### src/sfs_pkg.sv
package sfs_pkg;

    localparam int FRAME_DEPTH = 64;
    localparam int TIME_BITS   = 24;
    localparam int COORD_BITS  = 16;

    localparam int ADDR_W     = (FRAME_DEPTH > 1) ? $clog2(FRAME_DEPTH) : 1;
    localparam int CNT_W      = $clog2(FRAME_DEPTH + 1);
    localparam int IDX_W      = 7;
    localparam int SEEK_W     = 6;
    localparam int OPC_W      = 3;
    localparam int ERR_W      = 2;
    localparam int UPC_W      = 5;
    localparam int DIV_CNT_W  = $clog2(TIME_BITS + 2);
    localparam int CFG_IDX_W  = 2;
    localparam int CFG_DATA_W = (TIME_BITS > COORD_BITS) ? TIME_BITS : COORD_BITS;

    localparam logic [TIME_BITS-1:0] FRAME_TIME_RESET = TIME_BITS'(100000);

    localparam logic [OPC_W-1:0] OP_TICK   = 3'd0;
    localparam logic [OPC_W-1:0] OP_APPEND = 3'd1;
    localparam logic [OPC_W-1:0] OP_PLAY   = 3'd2;
    localparam logic [OPC_W-1:0] OP_STOP   = 3'd3;
    localparam logic [OPC_W-1:0] OP_SEEK   = 3'd4;

    localparam logic [ERR_W-1:0] ERR_OK         = 2'd0;
    localparam logic [ERR_W-1:0] ERR_TABLE_FULL = 2'd1;
    localparam logic [ERR_W-1:0] ERR_SEEK_RANGE = 2'd2;
    localparam logic [ERR_W-1:0] ERR_NO_FRAMES  = 2'd3;

    localparam logic [CFG_IDX_W-1:0] CFG_FRAME_TIME   = 2'd0;
    localparam logic [CFG_IDX_W-1:0] CFG_LOOP_ENABLE  = 2'd1;
    localparam logic [CFG_IDX_W-1:0] CFG_FRAME_WIDTH  = 2'd2;
    localparam logic [CFG_IDX_W-1:0] CFG_FRAME_HEIGHT = 2'd3;

    typedef struct packed {
        logic [OPC_W-1:0]      opcode;
        logic [TIME_BITS-1:0]  elapsed_us;
        logic [COORD_BITS-1:0] new_x;
        logic [COORD_BITS-1:0] new_y;
        logic                  restart;
        logic [SEEK_W-1:0]     seek_index;
    } t_in_item;

    typedef struct packed {
        logic [COORD_BITS-1:0] rect_x;
        logic [COORD_BITS-1:0] rect_y;
        logic [COORD_BITS-1:0] rect_w;
        logic [COORD_BITS-1:0] rect_h;
        logic                  rect_updated;
        logic [IDX_W-1:0]      current_index;
        logic                  is_playing;
        logic [ERR_W-1:0]      error_code;
    } t_out_item;

    typedef struct packed {
        logic [TIME_BITS-1:0]  frame_time_us;
        logic                  loop_enable;
        logic [COORD_BITS-1:0] frame_width;
        logic [COORD_BITS-1:0] frame_height;
    } t_cfg;

    typedef enum logic [3:0] {
        A_NONE,
        A_ACCEPT,
        A_PLAY,
        A_STOP,
        A_SEEK,
        A_ERR_SEEK,
        A_APPEND,
        A_ERR_FULL,
        A_ERR_NOFR,
        A_SUM,
        A_KEEP_SUM,
        A_DIV_INIT,
        A_DIV_STEP,
        A_ADVANCE,
        A_SHOW,
        A_EMIT
    } t_act;

    typedef enum logic [3:0] {
        J_NEVER,
        J_ALWAYS,
        J_NO_ITEM,
        J_OP_TICK,
        J_OP_APPEND,
        J_OP_PLAY,
        J_OP_STOP,
        J_OP_SEEK,
        J_SEEK_BAD,
        J_FULL,
        J_NOT_RUNNING,
        J_HAVE_FRAMES,
        J_SUM_GE_FT,
        J_DIV_BUSY,
        J_END_NO_LOOP,
        J_OUT_BUSY
    } t_jcond;

    typedef struct packed {
        t_act             act;
        t_jcond           jcond;
        logic [UPC_W-1:0] target;
    } t_uop;

    typedef struct packed {
        logic item_valid;
        logic op_tick;
        logic op_append;
        logic op_play;
        logic op_stop;
        logic op_seek;
        logic seek_bad;
        logic full;
        logic running;
        logic have_frames;
        logic sum_ge_ft;
        logic div_busy;
        logic end_no_loop;
        logic out_busy;
    } t_cond;

    localparam logic [UPC_W-1:0] U_IDLE      = 5'd0;
    localparam logic [UPC_W-1:0] U_DISP_TICK = 5'd1;
    localparam logic [UPC_W-1:0] U_DISP_APP  = 5'd2;
    localparam logic [UPC_W-1:0] U_DISP_PLAY = 5'd3;
    localparam logic [UPC_W-1:0] U_DISP_STOP = 5'd4;
    localparam logic [UPC_W-1:0] U_DISP_SEEK = 5'd5;
    localparam logic [UPC_W-1:0] U_DISP_NOP  = 5'd6;
    localparam logic [UPC_W-1:0] U_PLAY      = 5'd7;
    localparam logic [UPC_W-1:0] U_STOP      = 5'd8;
    localparam logic [UPC_W-1:0] U_SEEK      = 5'd9;
    localparam logic [UPC_W-1:0] U_SEEK_SET  = 5'd10;
    localparam logic [UPC_W-1:0] U_SEEK_ERR  = 5'd11;
    localparam logic [UPC_W-1:0] U_APPEND    = 5'd12;
    localparam logic [UPC_W-1:0] U_APP_WRITE = 5'd13;
    localparam logic [UPC_W-1:0] U_APP_ERR   = 5'd14;
    localparam logic [UPC_W-1:0] U_TICK      = 5'd15;
    localparam logic [UPC_W-1:0] U_TICK_CNT  = 5'd16;
    localparam logic [UPC_W-1:0] U_TICK_ERR  = 5'd17;
    localparam logic [UPC_W-1:0] U_TICK_SUM  = 5'd18;
    localparam logic [UPC_W-1:0] U_TICK_CMP  = 5'd19;
    localparam logic [UPC_W-1:0] U_TICK_KEEP = 5'd20;
    localparam logic [UPC_W-1:0] U_DIV       = 5'd21;
    localparam logic [UPC_W-1:0] U_ADVANCE   = 5'd22;
    localparam logic [UPC_W-1:0] U_LOAD      = 5'd23;
    localparam logic [UPC_W-1:0] U_SHOW      = 5'd24;
    localparam logic [UPC_W-1:0] U_EMIT      = 5'd25;
    localparam logic [UPC_W-1:0] U_RETURN    = 5'd26;

    function automatic t_uop uw(input t_act act, input t_jcond jc, input logic [UPC_W-1:0] tg);
        t_uop w;
        w.act    = act;
        w.jcond  = jc;
        w.target = tg;
        return w;
    endfunction

    function automatic t_uop ucode_word(input logic [UPC_W-1:0] upc);
        t_uop w;
        unique case (upc)
            U_IDLE:      w = uw(A_ACCEPT,   J_NO_ITEM,     U_IDLE);
            U_DISP_TICK: w = uw(A_NONE,     J_OP_TICK,     U_TICK);
            U_DISP_APP:  w = uw(A_NONE,     J_OP_APPEND,   U_APPEND);
            U_DISP_PLAY: w = uw(A_NONE,     J_OP_PLAY,     U_PLAY);
            U_DISP_STOP: w = uw(A_NONE,     J_OP_STOP,     U_STOP);
            U_DISP_SEEK: w = uw(A_NONE,     J_OP_SEEK,     U_SEEK);
            U_DISP_NOP:  w = uw(A_NONE,     J_ALWAYS,      U_EMIT);
            U_PLAY:      w = uw(A_PLAY,     J_ALWAYS,      U_EMIT);
            U_STOP:      w = uw(A_STOP,     J_ALWAYS,      U_EMIT);
            U_SEEK:      w = uw(A_NONE,     J_SEEK_BAD,    U_SEEK_ERR);
            U_SEEK_SET:  w = uw(A_SEEK,     J_ALWAYS,      U_LOAD);
            U_SEEK_ERR:  w = uw(A_ERR_SEEK, J_ALWAYS,      U_EMIT);
            U_APPEND:    w = uw(A_NONE,     J_FULL,        U_APP_ERR);
            U_APP_WRITE: w = uw(A_APPEND,   J_ALWAYS,      U_LOAD);
            U_APP_ERR:   w = uw(A_ERR_FULL, J_ALWAYS,      U_EMIT);
            U_TICK:      w = uw(A_NONE,     J_NOT_RUNNING, U_EMIT);
            U_TICK_CNT:  w = uw(A_NONE,     J_HAVE_FRAMES, U_TICK_SUM);
            U_TICK_ERR:  w = uw(A_ERR_NOFR, J_ALWAYS,      U_EMIT);
            U_TICK_SUM:  w = uw(A_SUM,      J_NEVER,       U_IDLE);
            U_TICK_CMP:  w = uw(A_DIV_INIT, J_SUM_GE_FT,   U_DIV);
            U_TICK_KEEP: w = uw(A_KEEP_SUM, J_ALWAYS,      U_EMIT);
            U_DIV:       w = uw(A_DIV_STEP, J_DIV_BUSY,    U_DIV);
            U_ADVANCE:   w = uw(A_ADVANCE,  J_END_NO_LOOP, U_EMIT);
            U_LOAD:      w = uw(A_NONE,     J_NEVER,       U_IDLE);
            U_SHOW:      w = uw(A_SHOW,     J_NEVER,       U_IDLE);
            U_EMIT:      w = uw(A_EMIT,     J_OUT_BUSY,    U_EMIT);
            U_RETURN:    w = uw(A_NONE,     J_ALWAYS,      U_IDLE);
            default:     w = uw(A_NONE,     J_ALWAYS,      U_IDLE);
        endcase
        return w;
    endfunction

endpackage

### src/sfs_ram.sv
module sfs_ram #(
    parameter int WIDTH = 32,
    parameter int DEPTH = 64,
    localparam int AW = (DEPTH > 1) ? $clog2(DEPTH) : 1
) (
    input  logic             i_clk,
    input  logic             i_we,
    input  logic [AW-1:0]    i_waddr,
    input  logic [WIDTH-1:0] i_wdata,
    input  logic [AW-1:0]    i_raddr,
    output logic [WIDTH-1:0] o_rdata
);

    logic [WIDTH-1:0] r_mem [DEPTH];
    logic [WIDTH-1:0] r_rdata;

    always_ff @(posedge i_clk) begin
        if (i_we) begin
            r_mem[i_waddr] <= i_wdata;
        end
        r_rdata <= r_mem[i_raddr];
    end

    assign o_rdata = r_rdata;

endmodule

### src/sfs_seq.sv
module sfs_seq
    import sfs_pkg::*;
(
    input  logic  i_clk,
    input  logic  i_rst_n,
    input  t_cond i_cond,
    output t_uop  o_uop
);

    logic [UPC_W-1:0] r_upc;
    logic [UPC_W-1:0] n_upc;
    t_uop             w_uop;
    logic             w_take;

    always_comb begin
        w_uop = ucode_word(r_upc);
        unique case (w_uop.jcond)
            J_NEVER:       w_take = 1'b0;
            J_ALWAYS:      w_take = 1'b1;
            J_NO_ITEM:     w_take = !i_cond.item_valid;
            J_OP_TICK:     w_take = i_cond.op_tick;
            J_OP_APPEND:   w_take = i_cond.op_append;
            J_OP_PLAY:     w_take = i_cond.op_play;
            J_OP_STOP:     w_take = i_cond.op_stop;
            J_OP_SEEK:     w_take = i_cond.op_seek;
            J_SEEK_BAD:    w_take = i_cond.seek_bad;
            J_FULL:        w_take = i_cond.full;
            J_NOT_RUNNING: w_take = !i_cond.running;
            J_HAVE_FRAMES: w_take = i_cond.have_frames;
            J_SUM_GE_FT:   w_take = i_cond.sum_ge_ft;
            J_DIV_BUSY:    w_take = i_cond.div_busy;
            J_END_NO_LOOP: w_take = i_cond.end_no_loop;
            J_OUT_BUSY:    w_take = i_cond.out_busy;
            default:       w_take = 1'b1;
        endcase
        n_upc = w_take ? w_uop.target : r_upc + UPC_W'(1);
    end

    always_ff @(posedge i_clk) begin
        if (!i_rst_n) begin
            r_upc <= U_IDLE;
        end else begin
            r_upc <= n_upc;
        end
    end

    assign o_uop = w_uop;

endmodule

### src/sfs_dp.sv
module sfs_dp
    import sfs_pkg::*;
(
    input  logic      i_clk,
    input  logic      i_rst_n,
    input  t_uop      i_uop,
    input  t_cfg      i_cfg,
    input  logic      i_in_valid,
    input  t_in_item  i_in_item,
    output logic      o_in_ready,
    input  logic      i_out_ready,
    output logic      o_out_valid,
    output t_out_item o_out_item,
    output t_cond     o_cond
);

    t_in_item              r_item;
    logic [CNT_W-1:0]      r_count;
    logic [IDX_W-1:0]      r_idx;
    logic                  r_ovf;
    logic [TIME_BITS-1:0]  r_accum;
    logic                  r_running;
    logic [COORD_BITS-1:0] r_shown_x;
    logic [COORD_BITS-1:0] r_shown_y;
    logic [ERR_W-1:0]      r_err;
    logic                  r_upd;
    logic [TIME_BITS:0]    r_sum;
    logic [TIME_BITS-1:0]  r_ft;
    logic [TIME_BITS-1:0]  r_rem;
    logic [TIME_BITS:0]    r_dvd;
    logic [DIV_CNT_W-1:0]  r_dcnt;
    logic                  r_out_valid;
    t_out_item             r_out;

    logic [TIME_BITS-1:0]    w_ft_eff;
    logic [TIME_BITS:0]      w_sum;
    logic [TIME_BITS:0]      w_trial;
    logic [TIME_BITS:0]      w_diff;
    logic                    w_trial_ge;
    logic [IDX_W:0]          w_next_idx;
    logic                    w_at_end;
    logic                    w_no_rect;
    logic                    w_out_busy;
    logic                    w_accept;
    logic                    w_emit;
    logic [2*COORD_BITS-1:0] w_rdata;

    sfs_ram #(
        .WIDTH(2 * COORD_BITS),
        .DEPTH(FRAME_DEPTH)
    ) u_table (
        .i_clk  (i_clk),
        .i_we   (i_uop.act == A_APPEND),
        .i_waddr(r_count[ADDR_W-1:0]),
        .i_wdata({r_item.new_x, r_item.new_y}),
        .i_raddr(r_idx[ADDR_W-1:0]),
        .o_rdata(w_rdata)
    );

    always_comb begin
        w_ft_eff   = (i_cfg.frame_time_us == '0) ? TIME_BITS'(1) : i_cfg.frame_time_us;
        w_sum      = {1'b0, r_accum} + {1'b0, r_item.elapsed_us};
        w_trial    = {r_rem, r_dvd[TIME_BITS]};
        w_diff     = w_trial - {1'b0, r_ft};
        w_trial_ge = w_trial >= {1'b0, r_ft};
        w_next_idx = {1'b0, r_idx} + (IDX_W + 1)'(1);
        w_at_end   = r_ovf || (w_next_idx >= (IDX_W + 1)'(r_count));
        w_no_rect  = r_ovf || ({1'b0, r_idx} >= (IDX_W + 1)'(FRAME_DEPTH));
        w_out_busy = r_out_valid && !i_out_ready;
        w_accept   = (i_uop.act == A_ACCEPT) && i_in_valid;
        w_emit     = (i_uop.act == A_EMIT) && !w_out_busy;

        o_cond.item_valid  = i_in_valid;
        o_cond.op_tick     = r_item.opcode == OP_TICK;
        o_cond.op_append   = r_item.opcode == OP_APPEND;
        o_cond.op_play     = r_item.opcode == OP_PLAY;
        o_cond.op_stop     = r_item.opcode == OP_STOP;
        o_cond.op_seek     = r_item.opcode == OP_SEEK;
        o_cond.seek_bad    = CNT_W'(r_item.seek_index) >= r_count;
        o_cond.full        = r_count >= CNT_W'(FRAME_DEPTH);
        o_cond.running     = r_running;
        o_cond.have_frames = r_count != '0;
        o_cond.sum_ge_ft   = r_sum >= {1'b0, r_ft};
        o_cond.div_busy    = r_dcnt != DIV_CNT_W'(TIME_BITS);
        o_cond.end_no_loop = w_at_end && !i_cfg.loop_enable;
        o_cond.out_busy    = w_out_busy;
    end

    always_ff @(posedge i_clk) begin
        if (!i_rst_n) begin
            r_count     <= '0;
            r_idx       <= '0;
            r_ovf       <= 1'b0;
            r_accum     <= '0;
            r_running   <= 1'b0;
            r_shown_x   <= '0;
            r_shown_y   <= '0;
            r_err       <= ERR_OK;
            r_upd       <= 1'b0;
            r_dcnt      <= '0;
            r_out_valid <= 1'b0;
        end else begin
            unique case (i_uop.act)
                A_ACCEPT: begin
                    if (i_in_valid) begin
                        r_err <= ERR_OK;
                        r_upd <= 1'b0;
                    end
                end
                A_PLAY: begin
                    if (r_item.restart) begin
                        r_idx   <= '0;
                        r_ovf   <= 1'b0;
                        r_accum <= '0;
                    end
                    r_running <= 1'b1;
                end
                A_STOP: r_running <= 1'b0;
                A_SEEK: begin
                    r_idx <= IDX_W'(r_item.seek_index);
                    r_ovf <= 1'b0;
                end
                A_ERR_SEEK: r_err <= ERR_SEEK_RANGE;
                A_APPEND: r_count <= r_count + CNT_W'(1);
                A_ERR_FULL: r_err <= ERR_TABLE_FULL;
                A_ERR_NOFR: r_err <= ERR_NO_FRAMES;
                A_KEEP_SUM: r_accum <= r_sum[TIME_BITS-1:0];
                A_DIV_INIT: r_dcnt <= '0;
                A_DIV_STEP: r_dcnt <= r_dcnt + DIV_CNT_W'(1);
                A_ADVANCE: begin
                    r_accum <= r_rem;
                    if (w_at_end && i_cfg.loop_enable) begin
                        r_idx <= '0;
                        r_ovf <= 1'b0;
                    end else if (w_at_end) begin
                        r_idx     <= w_next_idx[IDX_W-1:0];
                        r_ovf     <= r_ovf || w_next_idx[IDX_W];
                        r_running <= 1'b0;
                    end else begin
                        r_idx <= w_next_idx[IDX_W-1:0];
                    end
                end
                A_SHOW: begin
                    r_shown_x <= w_no_rect ? '0 : w_rdata[2*COORD_BITS-1:COORD_BITS];
                    r_shown_y <= w_no_rect ? '0 : w_rdata[COORD_BITS-1:0];
                    r_upd     <= 1'b1;
                end
                default: begin
                end
            endcase

            if (w_emit) begin
                r_out_valid <= 1'b1;
            end else if (i_out_ready) begin
                r_out_valid <= 1'b0;
            end
        end
    end

    always_ff @(posedge i_clk) begin
        if (w_accept) begin
            r_item <= i_in_item;
        end
        if (i_uop.act == A_SUM) begin
            r_sum <= w_sum;
            r_ft  <= w_ft_eff;
        end
        if (i_uop.act == A_DIV_INIT) begin
            r_rem <= '0;
            r_dvd <= r_sum;
        end else if (i_uop.act == A_DIV_STEP) begin
            r_rem <= w_trial_ge ? w_diff[TIME_BITS-1:0] : w_trial[TIME_BITS-1:0];
            r_dvd <= {r_dvd[TIME_BITS-1:0], 1'b0};
        end
        if (w_emit) begin
            r_out.rect_x        <= r_shown_x;
            r_out.rect_y        <= r_shown_y;
            r_out.rect_w        <= i_cfg.frame_width;
            r_out.rect_h        <= i_cfg.frame_height;
            r_out.rect_updated  <= r_upd;
            r_out.current_index <= r_idx;
            r_out.is_playing    <= r_running;
            r_out.error_code    <= r_err;
        end
    end

    assign o_in_ready  = i_uop.act == A_ACCEPT;
    assign o_out_valid = r_out_valid;
    assign o_out_item  = r_out;

endmodule

### src/sprite_frame_sequencer_core.sv
// Sprite frame sequencer core.
// Input transactions on i_in_valid/o_in_ready carry an opcode: tick with
// elapsed microseconds, append a frame position, play, stop or seek. Every
// input transaction produces exactly one output transaction on
// o_out_valid/i_out_ready that reports the displayed rectangle, the frame
// index, the playing flag and an error code.
// Configuration registers are written through i_cfg_we/i_cfg_index/i_cfg_data
// by the user only while no transaction is in flight; the block does not
// enforce this. A microcoded controller runs one input transaction at a time.
// A tick that advances a frame runs the 25-step restoring remainder loop to
// keep the time left over in the frame timer.
// The output register frees the input side: the next input transaction is
// accepted while a result waits. If the receiver stalls with a result still
// held, the controller waits before writing the following result.
// Synchronous reset clears the frame count, index, timer, playing flag and
// displayed rectangle and loads the default register values; no clearing
// pass runs over the frame table.
module sprite_frame_sequencer_core
    import sfs_pkg::*;
(
    input  logic                  i_clk,
    input  logic                  i_rst_n,
    input  logic                  i_in_valid,
    output logic                  o_in_ready,
    input  t_in_item              i_in_item,
    output logic                  o_out_valid,
    input  logic                  i_out_ready,
    output t_out_item             o_out_item,
    input  logic                  i_cfg_we,
    input  logic [CFG_IDX_W-1:0]  i_cfg_index,
    input  logic [CFG_DATA_W-1:0] i_cfg_data
);

    t_cfg  r_cfg;
    t_uop  w_uop;
    t_cond w_cond;

    always_ff @(posedge i_clk) begin
        if (!i_rst_n) begin
            r_cfg.frame_time_us <= FRAME_TIME_RESET;
            r_cfg.loop_enable   <= 1'b0;
            r_cfg.frame_width   <= '0;
            r_cfg.frame_height  <= '0;
        end else if (i_cfg_we) begin
            unique case (i_cfg_index)
                CFG_FRAME_TIME:   r_cfg.frame_time_us <= i_cfg_data[TIME_BITS-1:0];
                CFG_LOOP_ENABLE:  r_cfg.loop_enable   <= i_cfg_data[0];
                CFG_FRAME_WIDTH:  r_cfg.frame_width   <= i_cfg_data[COORD_BITS-1:0];
                CFG_FRAME_HEIGHT: r_cfg.frame_height  <= i_cfg_data[COORD_BITS-1:0];
                default: begin
                end
            endcase
        end
    end

    sfs_seq u_seq (
        .i_clk  (i_clk),
        .i_rst_n(i_rst_n),
        .i_cond (w_cond),
        .o_uop  (w_uop)
    );

    sfs_dp u_dp (
        .i_clk      (i_clk),
        .i_rst_n    (i_rst_n),
        .i_uop      (w_uop),
        .i_cfg      (r_cfg),
        .i_in_valid (i_in_valid),
        .i_in_item  (i_in_item),
        .o_in_ready (o_in_ready),
        .i_out_ready(i_out_ready),
        .o_out_valid(o_out_valid),
        .o_out_item (o_out_item),
        .o_cond     (w_cond)
    );

    a_one_at_a_time: assert property (@(posedge i_clk) disable iff (!i_rst_n)
        i_in_valid && o_in_ready |=> !o_in_ready)
        else $error("input accepted again while a transaction is in work");

    a_error_no_update: assert property (@(posedge i_clk) disable iff (!i_rst_n)
        o_out_valid |-> !(o_out_item.rect_updated && (o_out_item.error_code != ERR_OK)))
        else $error("rectangle reported as updated together with an error");

    a_no_frames_running: assert property (@(posedge i_clk) disable iff (!i_rst_n)
        o_out_valid && (o_out_item.error_code == ERR_NO_FRAMES) |-> o_out_item.is_playing)
        else $error("no-frames error reported while stopped");

endmodule

### config.mk
export PLATFORM = sky130hd
export DESIGN_NAME = sprite_frame_sequencer_core
export DESIGN_NICKNAME = d
export VERILOG_FILES = /design/src/sfs_pkg.sv /design/src/sfs_ram.sv /design/src/sfs_seq.sv /design/src/sfs_dp.sv /design/src/sprite_frame_sequencer_core.sv
export SDC_FILE = /design/constraint.sdc
export NUM_CORES = 2
export LEC_CHECK = 0
export BUFFER_PORTS_ARGS = -buffer_cell sky130_fd_sc_hd__buf_2
export CAP_MARGIN = 20
export CORE_UTILIZATION = 40
export DETAILED_ROUTE_END_ITERATION = 8
export PLACE_DENSITY = 0.65
export SLEW_MARGIN = 20
export SYNTH_ARGS = -nofsm -noshare
export SYNTH_HDL_FRONTEND = slang
export SYNTH_SLANG_ARGS = --single-unit
### constraint.sdc
create_clock -name i_clk -period 11.8 [get_ports i_clk]
set_input_delay 2.36 -clock i_clk [delete_from_list [all_inputs] [get_ports i_clk]]
set_output_delay 2.36 -clock i_clk [all_outputs]
set_load 0.05 [all_outputs]
After elaboration in Yosys (flattened, before gate mapping)
Memories as Yosys holds them, arrays and structs flattened. A register that Yosys moved wholly into a read port is not among the register bits.
Index checks and enable logic that the tools add are counted.
{"block": "op_classes", "addsub": 6, "magnitude_cmp": 6, "reduce_logical": 35, "n_eq_ne": 43, "muxes": 29}
{"operator": "$pmux W24 S3", "count": 1}
{"operator": "$eq A4 B4 Y1 const B", "count": 16}
{"operator": "$ge A25 B24 Y1", "count": 2}
{"operator": "$mux W25", "count": 2}
{"operator": "$mux W24", "count": 2}
{"operator": "$eq A4 B3 Y1 const B", "count": 8}
{"operator": "$mux W16", "count": 2}
{"operator": "$add A24 B24 Y25", "count": 1}
{"operator": "$logic_not A24 Y1", "count": 1}
{"operator": "$sub A24 B24 Y24", "count": 1}
{"operator": "$pmux W7 S3", "count": 1}
{"operator": "$eq A4 B2 Y1 const B", "count": 4}
{"operator": "$pmux W1 S16", "count": 1}
{"operator": "$reduce_and A2 Y1", "count": 8}
{"operator": "$ge A7 B7 Y1 const B", "count": 2}
{"operator": "$mux W7", "count": 2}
{"operator": "$add A5 B1 Y5 const B", "count": 2}
{"operator": "$mux W1", "count": 10}
{"operator": "$mux W5", "count": 2}
{"operator": "$pmux W5 S2", "count": 1}
{"operator": "$reduce_bool A3 Y1", "count": 3}
{"operator": "$add A7 B1 Y8 const B", "count": 1}
{"operator": "$eq A4 B1 Y1 const B", "count": 2}
{"operator": "$ge A8 B7 Y1", "count": 1}
{"operator": "other kinds (25)", "count": 43}
{"block": "totals", "in_bits": 97, "mem_bits_rw": 2048, "word_cells": 155, "n_memories": 2, "regBits": 382, "out_inout_bits": 77, "rom_bits": 416}
{"memory": "u_dp.u_table.r_mem", "words": 64, "width": 32, "read_ports": 1, "rd_ports_with_merged_regs": 1, "wr": 1, "line": "sfs_ram.sv:14", "text": "logic [WIDTH-1:0] r_mem [DEPTH];"}
{"memory": "(name not given)", "words": 32, "width": 13, "read_ports": 1, "rd_ports_with_merged_regs": 1, "wr": 0, "line": "sfs_pkg.sv:162", "text": "unique case (upc)"}

Longest topological paths before layout
{"block": "depth", "depth_word": 7, "depth_mapped": 20}

Modules after synthesis
From an unflattened synthesis, not the netlist that was laid out.
{"block": "hier_totals", "hier_cells": 4945, "hier_area_um2": 96976.8}
{"mod": "sfs_ram", "seq_area_each_um2": 62139.6, "cells_each": 3324, "area_per_inst_um2": 78515.3, "n_inst": 1}
{"mod": "sfs_dp", "seq_area_each_um2": 8558.2, "cells_each": 1230, "area_per_inst_um2": 14755.4, "n_inst": 1}
{"mod": "sprite_frame_sequencer_core", "seq_area_each_um2": 1141.1, "cells_each": 222, "area_per_inst_um2": 2270.9, "n_inst": 1}
{"mod": "sfs_seq", "seq_area_each_um2": 360.3, "cells_each": 169, "area_per_inst_um2": 1435.1, "n_inst": 1}

Worst setup path after synthesis
Ideal clock, no wire load.
{"block": "synth_timing", "path_type": "in2reg", "startpoint": "input port i_out_ready", "endpoint": "register u_dp.r_out (netlist bit u_dp.o_out_item[0]) (enable)", "setup_time_ns": 0.601, "setup_slack_ns": 3.702, "n_path_buf": 0, "stages": 2, "arrival_time_ns": 7.497, "cell_sequence": "nor2b_1 -> nor3_1"}
{"block": "synth_between", "elab_chain_cells": 4}
{"item": "start: declaration", "line": "sprite_frame_sequencer_core.sv:27", "text": "input logic i_out_ready,"}
{"item": "$logic_not A1 Y1", "line": "sfs_dp.sv:69", "text": "w_out_busy = r_out_valid && !i_out_ready;"}
{"item": "$logic_and A1 B1 Y1", "line": "sfs_dp.sv:69"}
{"item": "$logic_not A1 Y1", "line": "sfs_dp.sv:71", "text": "w_emit = (i_uop.act == A_EMIT) && !w_out_busy;"}
{"item": "$logic_and A1 B1 Y1", "line": "sfs_dp.sv:71"}
{"item": "named net u_dp.w_emit", "line": "sfs_dp.sv:45", "text": "logic w_emit;"}
{"item": "end: declaration", "line": "sfs_dp.sv:33", "text": "t_out_item r_out;"}
The timed path passes the listed nets, and every way through them passes these cells.
A chain may end at the register's enable or synchronous reset.

==> reports/qor.csv <==
stage;metric;value;unit
setup_path;cpMostUsedCell;buf_4;
setup_path;required;12590;ps
setup_path;arrival;6790;ps
timing;setup_viol;0;
power;finalPower;19.7;mW
floorplanning;top_level_ports;174;
setup_path;critPathSlowestCell;buf_4;
floorplanning;dieWidth;492;microns
place;dp_hpwl;141000;microns
layout;final_common_cell;edfxtp_1;
power;p_leak;33.9;nW
setup_path;crit_family;buffers and inverters;
detailed_routing;drc;56;
synthesis;mappedNetlistNets;4832;
timing;clock_skew;105;ps
synthesis;ys.flop_type;edfxtp_1;
setup_path;critPathBufInv;4;
floorplanning;start_util;40.3;%
cts;root_buffer;clkbuf_16;
timing;rsz0062_at_grt;false;
place;placedCellCount;7851;
setup_path;path_class;reg -> reg;
place;place.gp.congestion;0.851;
timing;max_freq;167;MHz
synthesis;ys_ff_latch;2475;
layout;final_cell_mix;edfxtp_1 (2263), mux4_2 (672), clkbuf_16 (242), nand2_1 (218), dfxtp_1 (206);
timing;tns;0;ps
cts;cts_sinks;2475;
timing;holdWs;381;ps
worst_hold_path;hold_path_end;u_dp.o_out_item[14];
setup_path;worst_r2r_path_depth;7;
detailed_routing;drtPass1Iterations;9;
cts;cts_setup_buffers;0;
layout;layout.nets;5121;
timing;final-hold-violation-count;0;
power;power_density;180;nW/um^2
cts;ctsHoldBuffers;0;
timing;slew_headroom;25.9;%
global_routing;track_usage;20.8;%
setup_path;r2r_setup_slack;5800;ps
timing;post-route-period-util;50.8;%
worst_hold_path;hp-class;reg -> reg;
worst_hold_path;worstHoldStart;r_cfg[3];
setup_path;worstPathMaxFanout;70;
synthesis;synth_edf_count;2263;
floorplanning;fp.dieH;492;microns
global_routing;grt-ovfl-total;0;
detailed_routing;wl;253000;microns
setup_path;slowest_delay;990;ps
power;ir_drop;152;uV
setup_path;crit_path_end_kind;register;
outcome;violations;DRC;
synthesis;synth_area;95900;sq um
layout;area_growth;14.1;%
worst_hold_path;hold_depth;0;
cts;clk_latency;920;ps
synthesis;async_reset_ff_share;0;%
timing;slew_viol_final;0;
detailed_routing;via_count;48400;
floorplanning;core_area;238000;sq um
timing;tightest_slew;1110;ps
global_routing;grt_max_degree;136;
synthesis;synth_area_per_cell;20.7;sq um
timing;period_needed;6000;ps
cts;cts_resized;0;
layout;nFillCells;19500;
place;io_buffers;173;
setup_path;start_kind;register;
synthesis;synth_cell_types;80;
global_routing;grt_pass1_vias;48300;
cts;cts_buffers;236;
cts;clockBufferDepth;3;
synthesis;synth_top_cell_area_share;70.8;%
setup_path;crit_chain;buf_4, buf_4, buf_4, buf_4, mux4_2, mux4_2, mux4_2;
detailed_routing;via_per_inst;5.84;
floorplanning;dieArea;242000;sq um
synthesis;yosys_warnings;0;
global_routing;grt_pass1_wl;359000;microns
global_routing;antenna_found_initial;17;
synthesis;synth.area.top_cells;edfxtp_1 (71%), mux4_2 (16%), dfxtp_1 (4.4%);
detailed_routing;drtIter0Drc;6465;
outcome;status;finished with violations;
synthesis;ys_seq_area_share;75.3;%
cts;cts_tree;built;
setup_path;r2r_end;u_dp.u_table.o_rdata[10];
cts;clk_pin_slew_worst_paths;70;ps
floorplanning;num_rows;179;
synthesis;synthCells;4633;
layout;drive_gt1_share;28.8;%
detailed_routing;ant_nets;0;
run;maxCapViolations;0;
layout;layout.cells.non_filler;8300;
cts;cts_max_level;4;
setup_path;rr_startpoint;u_dp.r_idx[1];
synthesis;synth_area_leader_cell;edfxtp_1;
detailed_routing;routedWlPerCell;30.5;microns
## synth_stat cells, types with 5 or more instances
master and count:
nor3b_1 6, nand2_1 218, nand3_1 70, buf_2 6, o21a_1 13, xor2_1 16, nor2_1 178, inv_1 60
a21o_1 26, xnor2_1 31, nor3_1 22, ha_1 100, or3_1 14, buf_6 5, a21oi_1 151, a21boi_0 5
a211oi_1 7, o211ai_1 7, and3_1 9, nand4_1 12, clkbuf_1 187, a31oi_1 15, o21bai_1 5, nor4_1 13
dfxtp_1 212, o21ai_0 56, a222oi_1 29, or2_2 9, nand2b_1 14, mux2i_1 18, mux2_2 26, edfxtp_1 2263
buf_1 52, o31ai_1 6, nor2b_1 16, mux4_2 672
## registers in the layout (all words and copies together), names as in the netlist, 25 cells and up
register / cells
u_dp.r_dvd: 25
u_dp.o_out_item: 75
r_cfg: 57
u_dp.r_item: 66
u_dp.u_table.o_rdata: 32
u_dp.r_sum: 25
u_dp.u_table.r_mem: 2048
## area by class of cell
class	instances	area [sq um]	share of cell area, %
timing repair buffer	303	1890	1.73
clock buffer	311	6570	6.00
tap	3167	3960	3.62
sequential	2475	72200	66.0
clock inverter	136	1590	1.45
multi-input combinational	1840	23000	21.0
antenna	2	5.00	0.00457
inverter	66	260	0.238
## stage by stage
stage	setup slack [ps]	util (%)	instance area, sq um
global route	5720	46.0	109000
CTS	5910	46.0	109000
floorplan	3700	-	95900
detailed placement	5870	42.6	101000
finish	5800	46.0	109000
global placement	5930	42.6	101000
## cell families after synthesis
family                     count (synthesis)  synth area share (%)
DFF                                     2475                  75.3
muxes                                    721                  16.4
and+or+nand+nor                          601                  2.83
AOI/OAI and AO/OA                        369                  2.47
buffers and inverters                    318                  1.30
adders and majority gates                102                  1.35
xor gates and xnor gates                  47                 0.429
## layer usage
layer | track usage [%] | routed length (microns) | share of wire [%] | vias up
met5 | 0 | 18 | 0.0071 | -
met4 | 6.05 | 7110 | 2.8 | 4
met3 | 3.32 | 21300 | 8.4 | 375
met2 | 34.3 | 125000 | 49 | 2429
met1 | 28.7 | 99700 | 39 | 25900
li1 | - | - | - | 19700
## power breakdown
| group | internal, mW | switching [mW] | total (mW) |
|---|---|---|---|
| registers | 10.1 | 0.137 | 10.2 |
| clock network | 4.45 | 3.37 | 7.81 |
| logic | 0.565 | 1.14 | 1.70 |
| total | 15.1 | 4.64 | 19.7 |
## worst max-delay path by stage
stage,startpoint,to,cells past startpoint
after CTS,u_dp.r_idx[1],u_dp.u_table.o_rdata[10],7
after global routing,u_dp.r_idx[1],u_dp.u_table.o_rdata[10],7
final,u_dp.r_idx[1],u_dp.u_table.o_rdata[10],7
after detailed placement,u_dp.r_idx[1],u_dp.u_table.o_rdata[10],7
after global placement,u_dp.r_idx[1],u_dp.u_table.o_rdata[29],7
after floorplan,i_out_ready,u_dp.o_out_item[0],2
Power figures use the tool's default switching activity.
